## config.mk

```make
export PLATFORM = sky130hd
export DESIGN_NAME = keyed_price_table_unit_flat
export DESIGN_NICKNAME = d
export VERILOG_FILES = /design/src/sv/kpt_pkg.sv /design/src/sv/kpt_if.sv /design/src/sv/kpt_ram.sv /design/src/sv/keyed_price_table_unit.sv /design/src/flat_wrapper.sv
export VERILOG_INCLUDE_DIRS = /design/src /design/src/sv
export SDC_FILE = /design/constraint.sdc
export NUM_CORES = 1
export LEC_CHECK = 0
export ABC_AREA = 0
export CORE_MARGIN = 1
export CORE_UTILIZATION = 42
export DETAILED_ROUTE_END_ITERATION = 6
export DONT_BUFFER_PORTS = 1
export HOLD_SLACK_MARGIN = 0.02
export PLACE_DENSITY = 0.62
export SYNTH_ARGS = -nofsm -noshare
export SYNTH_HDL_FRONTEND = slang
export SYNTH_SLANG_ARGS = --single-unit
```

## constraint.sdc

```tcl
create_clock -name clk -period 10.08 [get_ports clk]
set_input_delay 1.008 -clock clk [delete_from_list [all_inputs] [get_ports clk]]
set_output_delay 1.008 -clock clk [all_outputs]
set_load 0.005 [all_outputs]
```

## src/sv/keyed_price_table_unit_defines.svh

```systemverilog
// ============================================================================
// Keyed price table unit: assertion macros
// Shared assertion macros for the keyed price table RTL. Both forms sample on
// the rising edge of clk and are disabled while rst_n is low.
// ============================================================================
`ifndef KEYED_PRICE_TABLE_UNIT_DEFINES_SVH
`define KEYED_PRICE_TABLE_UNIT_DEFINES_SVH

`ifndef NO_ASSERTIONS

// The consequent must hold in the same cycle as the antecedent.
`define KPT_ASSERT_NOW(label, ante, cons, msg) \
    label: assert property (@(posedge clk) disable iff (!rst_n) (ante) |-> (cons)) \
        else $error(msg);

// The consequent must hold in the cycle after the antecedent.
`define KPT_ASSERT_NEXT(label, ante, cons, msg) \
    label: assert property (@(posedge clk) disable iff (!rst_n) (ante) |=> (cons)) \
        else $error(msg);

`else

`define KPT_ASSERT_NOW(label, ante, cons, msg)
`define KPT_ASSERT_NEXT(label, ante, cons, msg)

`endif

`endif

```

## src/sv/kpt_pkg.sv

```systemverilog
// ============================================================================
// Keyed price table package
// Sizes, command codes and status codes shared by the keyed price table files.
// ============================================================================
package kpt_pkg;

    // Table size, the derived index width and the entry count width.
    localparam int CAPACITY = 32;
    localparam int IDX_W    = $clog2(CAPACITY);
    localparam int COUNT_W  = 6;

    // Payload field widths.
    localparam int CMD_W    = 2;
    localparam int KEY_W    = 17;
    localparam int PRICE_W  = 20;
    localparam int STATUS_W = 2;
    localparam int ENTRY_W  = KEY_W + PRICE_W;

    // Command codes.
    localparam logic [CMD_W-1:0] CMD_INSERT = 2'd0;
    localparam logic [CMD_W-1:0] CMD_REMOVE = 2'd1;
    localparam logic [CMD_W-1:0] CMD_LOOKUP = 2'd2;
    localparam logic [CMD_W-1:0] CMD_UPDATE = 2'd3;

    // Result status codes.
    localparam logic [STATUS_W-1:0] STAT_DONE = 2'd0;
    localparam logic [STATUS_W-1:0] STAT_DUP  = 2'd1;
    localparam logic [STATUS_W-1:0] STAT_FULL = 2'd2;
    localparam logic [STATUS_W-1:0] STAT_NONE = 2'd3;

endpackage

```

## src/sv/kpt_if.sv

```systemverilog
// ============================================================================
// Keyed price table channels
// Valid/ready channels for command requests and for result requests.
// ============================================================================

// Command channel: one request per table operation.
interface kpt_cmd_if;
    import kpt_pkg::*;

    logic               valid;
    logic               ready;
    logic [CMD_W-1:0]   cmd;
    logic [KEY_W-1:0]   key;
    logic [PRICE_W-1:0] price;

    modport source (output valid, output cmd, output key, output price, input ready);
    modport sink   (input valid, input cmd, input key, input price, output ready);
endinterface

// Result channel: one request per completed command.
interface kpt_rsp_if;
    import kpt_pkg::*;

    logic                valid;
    logic                ready;
    logic [STATUS_W-1:0] status;
    logic [PRICE_W-1:0]  found_price;
    logic [COUNT_W-1:0]  entry_count;

    modport source (output valid, output status, output found_price, output entry_count,
                    input ready);
    modport sink   (input valid, input status, input found_price, input entry_count,
                    output ready);
endinterface

```

## src/sv/kpt_ram.sv

```systemverilog
// ============================================================================
// Keyed price table RAM
// Generic simple dual-port RAM: one write port and one read port with a
// registered read; the data appears in the cycle after rd_en.
// ============================================================================
module kpt_ram #(
    parameter int WIDTH = 8,
    parameter int DEPTH = 16
) (
    input  logic                     clk,
    input  logic                     we,
    input  logic [$clog2(DEPTH)-1:0] wr_addr,
    input  logic [WIDTH-1:0]         wr_data,
    input  logic                     rd_en,
    input  logic [$clog2(DEPTH)-1:0] rd_addr,
    output logic [WIDTH-1:0]         rd_data
);

    logic [WIDTH-1:0] mem [DEPTH];

    // Write and registered read.
    always_ff @(posedge clk)
    begin
        if (we)
        begin
            mem[wr_addr] <= wr_data;
        end
        if (rd_en)
        begin
            rd_data <= mem[rd_addr];
        end
    end

endmodule

```

## src/sv/keyed_price_table_unit.sv

```systemverilog
// A command is taken in S_IDLE, swept in S_SCAN and S_LAST and resolved in S_EXEC, which
// registers the result; no new command is taken until S_IDLE. The sweep reads one slot a cycle.
// The rate is set by the single read port of the entry RAM, which is swept in full.
// A result waiting in the output register stalls only the write-back of the next command.
// Reset clears the slot valid bits and the entry count at once; no clearing pass.
// Key and price contents of the RAM are not reset.
// ============================================================================
// Keyed price table unit
// Bounded keyed table of prices in cents. Each command sweeps the entry RAM
// for a matching key and the lowest free slot, then updates the table where needed and reports.
// ============================================================================
`include "keyed_price_table_unit_defines.svh"

module keyed_price_table_unit (
    input  logic     clk,
    input  logic     rst_n,
    kpt_cmd_if.sink  command,
    kpt_rsp_if.source result
);
    import kpt_pkg::*;

    typedef enum logic [1:0] {
        S_IDLE,
        S_SCAN,
        S_LAST,
        S_EXEC
    } state_t;

    localparam logic [IDX_W-1:0]   LAST_IDX = IDX_W'(CAPACITY - 1);
    localparam logic [COUNT_W-1:0] FULL_CNT = COUNT_W'(CAPACITY);

    // Control state.
    state_t              state_reg, state_next;
    logic [IDX_W-1:0]    scan_cnt_reg, scan_cnt_next;
    logic                chk_vld_reg, chk_vld_next;
    logic                hit_reg, hit_next;
    logic                free_reg, free_next;
    logic [CAPACITY-1:0] valid_reg, valid_next;
    logic [COUNT_W-1:0]  used_cnt_reg, used_cnt_next;
    logic                out_valid_reg, out_valid_next;

    // Payload registers.
    logic [CMD_W-1:0]    cmd_reg, cmd_next;
    logic [KEY_W-1:0]    key_reg, key_next;
    logic [PRICE_W-1:0]  price_reg, price_next;
    logic [IDX_W-1:0]    chk_idx_reg, chk_idx_next;
    logic [IDX_W-1:0]    hit_idx_reg, hit_idx_next;
    logic [PRICE_W-1:0]  hit_price_reg, hit_price_next;
    logic [IDX_W-1:0]    free_idx_reg, free_idx_next;
    logic [STATUS_W-1:0] out_status_reg, out_status_next;
    logic [PRICE_W-1:0]  out_price_reg, out_price_next;
    logic [COUNT_W-1:0]  out_count_reg, out_count_next;

    // RAM ports.
    logic                ram_we;
    logic [IDX_W-1:0]    ram_wr_addr;
    logic [ENTRY_W-1:0]  ram_wr_data;
    logic                ram_rd_en;
    logic [ENTRY_W-1:0]  ram_rd_data;
    logic [KEY_W-1:0]    rd_key;
    logic                out_free;

    // Entry RAM: key in the upper bits, price in the lower bits.
    kpt_ram #(
        .WIDTH (ENTRY_W),
        .DEPTH (CAPACITY)
    ) u_entry_ram (
        .clk     (clk),
        .we      (ram_we),
        .wr_addr (ram_wr_addr),
        .wr_data (ram_wr_data),
        .rd_en   (ram_rd_en),
        .rd_addr (scan_cnt_reg),
        .rd_data (ram_rd_data)
    );

    assign rd_key   = ram_rd_data[ENTRY_W-1:PRICE_W];
    assign out_free = !out_valid_reg || result.ready;

    // Port drive.
    assign command.ready      = (state_reg == S_IDLE);
    assign result.valid       = out_valid_reg;
    assign result.status      = out_status_reg;
    assign result.found_price = out_price_reg;
    assign result.entry_count = out_count_reg;

    // Sweep, match tracking and write-back.
    always_comb
    begin
        state_next      = state_reg;
        scan_cnt_next   = scan_cnt_reg;
        chk_vld_next    = (state_reg == S_SCAN);
        chk_idx_next    = scan_cnt_reg;
        hit_next        = hit_reg;
        hit_idx_next    = hit_idx_reg;
        hit_price_next  = hit_price_reg;
        free_next       = free_reg;
        free_idx_next   = free_idx_reg;
        valid_next      = valid_reg;
        used_cnt_next   = used_cnt_reg;
        out_valid_next  = out_valid_reg;
        out_status_next = out_status_reg;
        out_price_next  = out_price_reg;
        out_count_next  = out_count_reg;
        cmd_next        = cmd_reg;
        key_next        = key_reg;
        price_next      = price_reg;
        ram_rd_en       = 1'b0;
        ram_we          = 1'b0;
        ram_wr_addr     = free_idx_reg;
        ram_wr_data     = {key_reg, price_reg};

        // The result register empties when the sink takes it.
        if (out_valid_reg && result.ready)
        begin
            out_valid_next = 1'b0;
        end

        // Check the slot read in the previous cycle.
        if (chk_vld_reg)
        begin
            if (valid_reg[chk_idx_reg] && (rd_key == key_reg))
            begin
                hit_next       = 1'b1;
                hit_idx_next   = chk_idx_reg;
                hit_price_next = ram_rd_data[PRICE_W-1:0];
            end
            if (!valid_reg[chk_idx_reg] && !free_reg)
            begin
                free_next     = 1'b1;
                free_idx_next = chk_idx_reg;
            end
        end

        unique case (state_reg)
            S_IDLE:
            begin
                if (command.valid)
                begin
                    cmd_next      = command.cmd;
                    key_next      = command.key;
                    price_next    = command.price;
                    hit_next      = 1'b0;
                    free_next     = 1'b0;
                    scan_cnt_next = '0;
                    state_next    = S_SCAN;
                end
            end
            S_SCAN:
            begin
                ram_rd_en = 1'b1;
                if (scan_cnt_reg == LAST_IDX)
                begin
                    state_next = S_LAST;
                end
                else
                begin
                    scan_cnt_next = scan_cnt_reg + 1'b1;
                end
            end
            S_LAST:
            begin
                state_next = S_EXEC;
            end
            S_EXEC:
            begin
                if (out_free)
                begin
                    out_status_next = STAT_DONE;
                    out_price_next  = '0;
                    unique case (cmd_reg)
                        CMD_INSERT:
                        begin
                            if (hit_reg)
                            begin
                                out_status_next = STAT_DUP;
                            end
                            else if (!free_reg || (used_cnt_reg >= FULL_CNT))
                            begin
                                out_status_next = STAT_FULL;
                            end
                            else
                            begin
                                ram_we                   = 1'b1;
                                ram_wr_addr              = free_idx_reg;
                                valid_next[free_idx_reg] = 1'b1;
                                used_cnt_next            = used_cnt_reg + 1'b1;
                            end
                        end
                        CMD_REMOVE:
                        begin
                            if (!hit_reg)
                            begin
                                out_status_next = STAT_NONE;
                            end
                            else
                            begin
                                valid_next[hit_idx_reg] = 1'b0;
                                if (used_cnt_reg != '0)
                                begin
                                    used_cnt_next = used_cnt_reg - 1'b1;
                                end
                            end
                        end
                        CMD_LOOKUP:
                        begin
                            if (!hit_reg)
                            begin
                                out_status_next = STAT_NONE;
                            end
                            else
                            begin
                                out_price_next = hit_price_reg;
                            end
                        end
                        CMD_UPDATE:
                        begin
                            if (!hit_reg)
                            begin
                                out_status_next = STAT_NONE;
                            end
                            else
                            begin
                                ram_we      = 1'b1;
                                ram_wr_addr = hit_idx_reg;
                            end
                        end
                    endcase
                    out_count_next = used_cnt_next;
                    out_valid_next = 1'b1;
                    state_next     = S_IDLE;
                end
            end
        endcase
    end

    // State machine and control registers.
    always_ff @(posedge clk or negedge rst_n)
    begin
        if (!rst_n)
        begin
            state_reg     <= S_IDLE;
            scan_cnt_reg  <= '0;
            chk_vld_reg   <= 1'b0;
            hit_reg       <= 1'b0;
            free_reg      <= 1'b0;
            valid_reg     <= '0;
            used_cnt_reg  <= '0;
            out_valid_reg <= 1'b0;
        end
        else
        begin
            state_reg     <= state_next;
            scan_cnt_reg  <= scan_cnt_next;
            chk_vld_reg   <= chk_vld_next;
            hit_reg       <= hit_next;
            free_reg      <= free_next;
            valid_reg     <= valid_next;
            used_cnt_reg  <= used_cnt_next;
            out_valid_reg <= out_valid_next;
        end
    end

    // Payload registers, no reset needed.
    always_ff @(posedge clk)
    begin
        cmd_reg        <= cmd_next;
        key_reg        <= key_next;
        price_reg      <= price_next;
        chk_idx_reg    <= chk_idx_next;
        hit_idx_reg    <= hit_idx_next;
        hit_price_reg  <= hit_price_next;
        free_idx_reg   <= free_idx_next;
        out_status_reg <= out_status_next;
        out_price_reg  <= out_price_next;
        out_count_reg  <= out_count_next;
    end

    // The entry count always matches the number of valid slots.
    `KPT_ASSERT_NOW(a_count_matches_valid, 1'b1, $countones(valid_reg) == used_cnt_reg, "entry count differs from valid slots")
    // The entry count never exceeds the table size.
    `KPT_ASSERT_NOW(a_count_bound, 1'b1, used_cnt_reg <= FULL_CNT, "entry count above capacity")
    // A completed write-back always presents a result in the next cycle.
    `KPT_ASSERT_NEXT(a_exec_gives_result, (state_reg == S_EXEC) && out_free, out_valid_reg && (state_reg == S_IDLE), "write-back without result")
    // Only a successful lookup reports a non-zero price.
    `KPT_ASSERT_NOW(a_price_only_on_done, out_valid_reg && (out_status_reg != STAT_DONE), out_price_reg == '0, "price reported on failed command")

endmodule
```

## src/flat_wrapper.sv

```systemverilog
// flat-port wrapper written by rule: the top's interface ports become plain ports
module keyed_price_table_unit_flat import kpt_pkg::*;
  (clk, rst_n, command_valid, command_cmd, command_key, command_price, command_ready, result_valid, result_status, result_found_price, result_entry_count, result_ready);
  kpt_cmd_if command_i ();
  kpt_rsp_if result_i ();
  input  logic clk;
  input  logic rst_n;
  input wire logic [$bits(command_i.valid)-1:0] command_valid;
  input wire logic [$bits(command_i.cmd)-1:0] command_cmd;
  input wire logic [$bits(command_i.key)-1:0] command_key;
  input wire logic [$bits(command_i.price)-1:0] command_price;
  output wire logic [$bits(command_i.ready)-1:0] command_ready;
  output wire logic [$bits(result_i.valid)-1:0] result_valid;
  output wire logic [$bits(result_i.status)-1:0] result_status;
  output wire logic [$bits(result_i.found_price)-1:0] result_found_price;
  output wire logic [$bits(result_i.entry_count)-1:0] result_entry_count;
  input wire logic [$bits(result_i.ready)-1:0] result_ready;
  assign command_i.valid = command_valid;
  assign command_i.cmd = command_cmd;
  assign command_i.key = command_key;
  assign command_i.price = command_price;
  assign command_ready = command_i.ready;
  assign result_valid = result_i.valid;
  assign result_status = result_i.status;
  assign result_found_price = result_i.found_price;
  assign result_entry_count = result_i.entry_count;
  assign result_i.ready = result_ready;
  keyed_price_table_unit u_core (.clk(clk), .rst_n(rst_n), .command(command_i), .result(result_i));
endmodule
```

**After elaboration in Yosys (flattened, before gate mapping)**

Memory sizes are Yosys's and may differ from the RTL's. A register that Yosys moved wholly into a read port is not among the register bits.
Cells that the tools add are included.

- Reductions and logical operators: 24
- Bitwise gates (word level): 3
- Add/sub/neg operators: 3
- Equality and inequality tests: 15
- Order comparisons: 6
- Mux-type cells: 50

Operators by type and width:

| operator | number |
|---|---|
| 2-to-1 mux 32 bit | 3 |
| one-hot mux 32 bit (2 select lines) | 1 |
| bitwise AND 32 bit | 1 |
| inverter 32 bit | 1 |
| bitwise OR 32 bit | 1 |
| 2-to-1 mux 5 bit | 6 |
| 2-to-1 mux 6 bit | 4 |
| 2-to-1 mux 1 bit | 22 |
| less-than comparator 5 x 6 -> 1 bit, second input constant | 3 |
| == test 17 bit | 1 |
| 2-to-1 mux 2 bit | 6 |
| one-hot mux 6 bit (2 select lines) | 1 |
| demux 1 bit (select 5 bit) | 2 |
| greater-or-equal comparator 5 x 1 -> 1 bit, second input constant | 2 |
| != test 2 bit, second input constant | 5 |
| one-hot mux 5 bit (2 select lines) | 1 |
| AND reduction 2 bit | 5 |
| == test 2 bit, second input constant | 4 |
| one-hot mux 2 bit (4 select lines) | 1 |
| adder 6 x 1 -> 6 bit, second input constant | 1 |
| greater-or-equal comparator 6 bit, second input constant | 1 |
| AND reduction 3 bit | 2 |
| AND reduction 6 bit | 1 |
| nonzero test 6 bit | 1 |
| 14 further kinds | 25 |

- Output and inout bits: 30
- Logic and storage cells: 120
- Bits of input ports: 43
- Memories kept: 1
- RAM bits: 1184
- Register bits after elaboration: 151

Memories:

| memory | words | bits a word | rd ports | clocked after Yosys merged registers in | write ports | RTL line | text |
|---|---|---|---|---|---|---|---|
| u_core.u_entry_ram.mem | 32 | 37 | 1 | 1 | 1 | kpt_ram.sv:19 | `logic [WIDTH-1:0] mem [DEPTH];` |

**Longest topological paths before layout**

- Word-level depth: 9
- Gate-level depth with buffers: 9
- Gate-level depth less buffers: 8

**By module**

Synthesis repeated with hierarchy kept, for this count alone.

- Cell total of the unflattened synthesis: 3102
- Area, all modules: 53727.8 um2

By module, submodules not included:

| module | sequential area each (um2) | area each (um2) | cells each | times used |
|---|---|---|---|---|
| kpt_ram | 36665.2 | 47217.8 | 2605 | 1 |
| keyed_price_table_unit | 4239.1 | 6510.0 | 497 | 1 |

**Worst setup path before layout**

No wires, ideal clock.

- Path type: input -> register
- From: input port result_ready
- To: memory u_core.u_entry_ram.mem[11][0] in the netlist's numbering, enable pin
- Data required time: 9.649 ns
- Arrival: 4.573 ns
- Stages: 9
- Setup time: 0.431 ns
- Buffers on the path: 2
- Setup slack: 5.075 ns
- Cells stage by stage: nand2b_1 nand2_1 inv_2 clkbuf_1 nand3_1 a21oi_1 nand2b_1 clkbuf_1 nor2_1

- Cells in the longest elaborated chain, start to end: 5
- Elaborated cells on any way between the ends: 7
- Classes of those cells: mux: 6; reduce/logical: 1

RTL lines:

| what | RTL line | text |
|---|---|---|
| start: declaration | flat_wrapper.sv:17 | `input wire logic [$bits(result_i.ready)-1:0] result_ready;` |
| logical OR 1 bit * | keyed_price_table_unit.sv:78 | `assign out_free = !out_valid_reg \|\| result.ready;` |
| 2-to-1 mux 1 bit | keyed_price_table_unit.sv:167 | `if (out_free)` |
| 2-to-1 mux 1 bit | keyed_price_table_unit.sv:135 | `unique case (state_reg)` |
| 2-to-1 mux 1 bit | kpt_ram.sv:24 | `if (we)` |
| 2-to-1 mux 1 bit (implied by the code) | kpt_ram.sv:26 | `mem[wr_addr] <= wr_data;` |
| end: declaration | kpt_ram.sv:19 |  |

Mark *: on every way between the ends. The rest lies on a longest branch, timed or not.

**Worst setup path in the final report**

- From: register u_core.state_reg[0]
- To: memory u_core.u_entry_ram.mem[11][7] in the netlist's numbering, enable pin

- Cells in the longest elaborated chain, start to end: 4
- Elaborated cells on any way between the ends: 5
- Classes of those cells: eq/ne: 1; mux: 4

RTL lines:

| what | RTL line | text |
|---|---|---|
| start: declaration | keyed_price_table_unit.sv:33 | `state_t state_reg, state_next;` |
| start signal: assignment | keyed_price_table_unit.sv:253 | `state_reg <= state_next;` |
| == test 2 bit * | keyed_price_table_unit.sv:135 |  |
| 2-to-1 mux 1 bit | keyed_price_table_unit.sv:135 |  |
| 2-to-1 mux 1 bit | kpt_ram.sv:24 |  |
| 2-to-1 mux 1 bit (implied by the code) | kpt_ram.sv:26 |  |

Marked as above.

==> flow_metrics.env <==
export IMPL_status="complete, no violations"
export IMPL_ys_types=51
export IMPL_nFillCells=9936
export IMPL_synth_area_um2=52400
export IMPL_initial_core_util=0.423
export IMPL_slew_violations=0
export IMPL_critPathLaunchType="flip-flop"
export IMPL_crit_type="reg2reg"
export IMPL_avgSynthCellArea_um2=23.3
export IMPL_synth_top_area_frac=0.756
export IMPL_clk_path_buf_depth=3
export IMPL_wl_per_cell_um=28.8
export IMPL_final_setup_viol_count=0
export IMPL_synth_edf_count=1318
export IMPL_clock_sinks=1372
export IMPL_p_leak_nw=18.1
export IMPL_fin_crit_sh=0.429
export IMPL_drt_met1_wl_um=50500
export IMPL_die_area_um2=126000
export IMPL_grtUsageTotal=0.190
export IMPL_n_antenna_cell=0
export IMPL_critPathMaxStageDelay_ps=880
export IMPL_hold_viol=0
export IMPL_finalPower_mw=14.5
export IMPL_cap_violations=0
export IMPL_fin_crit_ps=4330
export IMPL_yosysTopAreaCell="edfxtp_1"
export IMPL_ctsHoldBuffers=1
export IMPL_overflow=0
export IMPL_clk_latency_ps=740
export IMPL_dpl_hpwl_um=60900
export IMPL_pwr_density_cell_nw_per_um2=245
export IMPL_grt_max_degree=157
export IMPL_clk_pin_slew_ps=60
export IMPL_yosys_warnings=0
export IMPL_arrival_ps=4700
export IMPL_rsz0062_at_grt="false"
export IMPL_grt_pass1_vias=24400
export IMPL_route_met3_wl_um=8460
export IMPL_ir_drop_v=0.000205
export IMPL_hold_class="in2async"
export IMPL_cts_tree="built"
export IMPL_drive_gt1_frac=0.289
export IMPL_viasPerCell=5.82
export IMPL_dr_wl_met2_um=56600
export IMPL_rows=129
export IMPL_relSlewSlack=0.230
export IMPL_cts_root_buffer="clkbuf_16"
export IMPL_synth_area_leaders="edfxtp_1, mux4_2, dfrtp_1, mux2_2, o21ai_1"
export IMPL_cts_resized_gates=0
export IMPL_synth_fp_nets=2306
export IMPL_worst_path_max_delay_cell="nor2_4"
export IMPL_wl_um=118000
export IMPL_die_height_um=355
export IMPL_portBuffers=0
export IMPL_dr_pass1_iters=5
export IMPL_worstMarginPinSlew_ps=1160
export IMPL_vias=23900
export IMPL_areaGrowthSynthToFinish_pct=13.2
export IMPL_place_congestion=0.840
export IMPL_cp_end_kind="flip-flop"
export IMPL_path_max_fanout=38
export IMPL_cts_setup_buffers=0
export IMPL_largest_reg_flops=1184
export IMPL_first_iter_violations=2870
export IMPL_drc=0
export IMPL_finalClockSkew_ps=17.6
export IMPL_maxUsedRoutingLayer="met5"
export IMPL_clock_fmax_mhz=231
export IMPL_dieWidth_um=355
export IMPL_synth_flop_cell="edfxtp_1"
export IMPL_antenna_found_initial=2
export IMPL_synth_seq_cells=1372
export IMPL_core_area_um2=124000
export IMPL_syn_inst=2250
export IMPL_async_reset_ff_frac=0.0357
export IMPL_fin_tns_setup_ps=0
export IMPL_antenna_left=0
export IMPL_cp_required_ps=10460
export IMPL_grt_pass1_wl_um=172000
export IMPL_ios=73
export IMPL_numCtsBuffers=142
export IMPL_crit_chain="ha_1 > nand2_1 > inv_2 > nand3_1 > a21oi_1 > nand2b_1 > nor2_4 > buf_4"
export IMPL_ys_seq_area_frac=0.781
export IMPL_nets=2407
export IMPL_htree_levels=4
-- cell usage after synthesis, types with 2 or more instances --
master / number
mux4_2: 370
nand3_1: 14
buf_1: 7
a31oi_1: 6
nor2_1: 47
edfxtp_1: 1318
a211oi_1: 2
inv_2: 3
buf_4: 5
clkbuf_1: 61
mux2i_1: 18
inv_1: 11
o21ai_1: 68
nor3b_1: 2
dfrtp_1: 49
a22oi_1: 5
nand2_1: 44
mux2_2: 42
a21oi_1: 17
dfxtp_1: 5
a22o_1: 4
or2_2: 4
nor4_1: 3
nand2b_1: 9
o21a_1: 2
nor2b_1: 10
nand3b_1: 4
xor2_1: 5
or3_1: 3
and3_1: 22
ha_1: 13
buf_2: 23
xnor2_1: 15
nor3_1: 6
mux2_1: 2
nand4_1: 8
o22ai_1: 2
buf_6: 8
-- per-layer routing --
metal | vias to the layer above | global-route usage
li1 | 9760 | -
met1 | 12900 | 0.275
met2 | 1009 | 0.297
met3 | 171 | 0.0364
met4 | 2 | 0.0495
met5 | - | 0
-- critical path, delay by kind of cell, from the launching register on --
kind,cells,cell delay (ps)
adders and majority gates,1,240
buffers and inverters,2,1250
DFF,1,430
and+or+nand+nor,4,1750
AOI/OAI and AO/OA,1,270
-- cell type report --
type	count	area [um^2]	share of cell area
clock buffer	168	3780	0.0638
clock inverter	88	793	0.0134
inverter	14	53.8	0.000908
multi-input combinational	760	11200	0.188
sequential	1372	40900	0.690
tap	1637	2050	0.0346
timing repair buffer	61	503	0.00849
-- cell families after synthesis --
family                     count (synthesis)  share of synthesized area
DFF                                     1372                      0.781
muxes                                    432                      0.172
and+or+nand+nor                          179                     0.0169
buffers and inverters                    118                     0.0105
AOI/OAI and AO/OA                        116                     0.0128
xor gates and xnor gates                  20                    0.00335
adders and majority gates                 13                    0.00311
-- stage by stage --
stage	worst slack (ps)	instance area (um^2)	hold WS, ps	instances	util
after global routing	5410	59300	99.2	4100	0.479
final	5750	59300	126	4100	0.479
after CTS	5630	59300	85.1	4100	0.479
after detailed placement	5220	54700	406	3843	0.442
after floorplan	5080	52400	345	2250	-
after global placement	5260	54700	404	3843	0.442
-- worst paths after layout --
| check | from | endpoint | slack [ps] | cells after the start |
|---|---|---|---|---|
| setup / recovery | u_core.state_reg[0]$_DFFE_PN0P_ | u_core.u_entry_ram.mem[11][7]$_DFFE_PP_ | 5750 | 8 |
| hold / removal | rst_n | u_core.used_cnt_reg[5]$_DFFE_PN0P_ | 130 | 1 |
| setup reg to reg | u_core.state_reg[0]$_DFFE_PN0P_ | u_core.u_entry_ram.mem[11][7]$_DFFE_PP_ | 5750 | 8 |
| hold reg to reg | u_core.u_entry_ram.rd_data[4]$_DFFE_PP_ | u_core.hit_price_reg[4]$_DFFE_PP_ | 410 | 0 |
| max in group asynchronous | rst_n | u_core.chk_idx_next[0]$_DFFE_PN0P_ | 9670 | 1 |
| min in group clk | command_price[17] | u_core.price_reg[17]$_DFFE_PP_ | 360 | 0 |
-- power breakdown --
part	internal, mW	switching, mW	total [mW]
clock network	2.97	2.14	5.10
registers	6.67	0.333	7.01
logic	1.25	1.17	2.43
total	10.9	3.64	14.5
-- cell usage in the layout, fill, tap and decap left out, types with 14 or more instances in the layout --
cell type	Yosys	routed
o21ai_1	68	68
edfxtp_1	1318	1318
dfrtp_1	49	44
buf_4	5	58
mux2i_1	18	18
mux4_2	370	370
nand2_1	44	44
nand3_1	14	14
xnor2_1	15	15
nor2_1	47	15
clkinv_2	0	18
clkbuf_16	0	148
a21oi_1	17	17
and3_1	22	22
clkinv_1	0	45
mux2_2	42	42
clkbuf_1	61	20
nor2_4	0	32
Note: power is estimated with default switching activity, not from simulation.
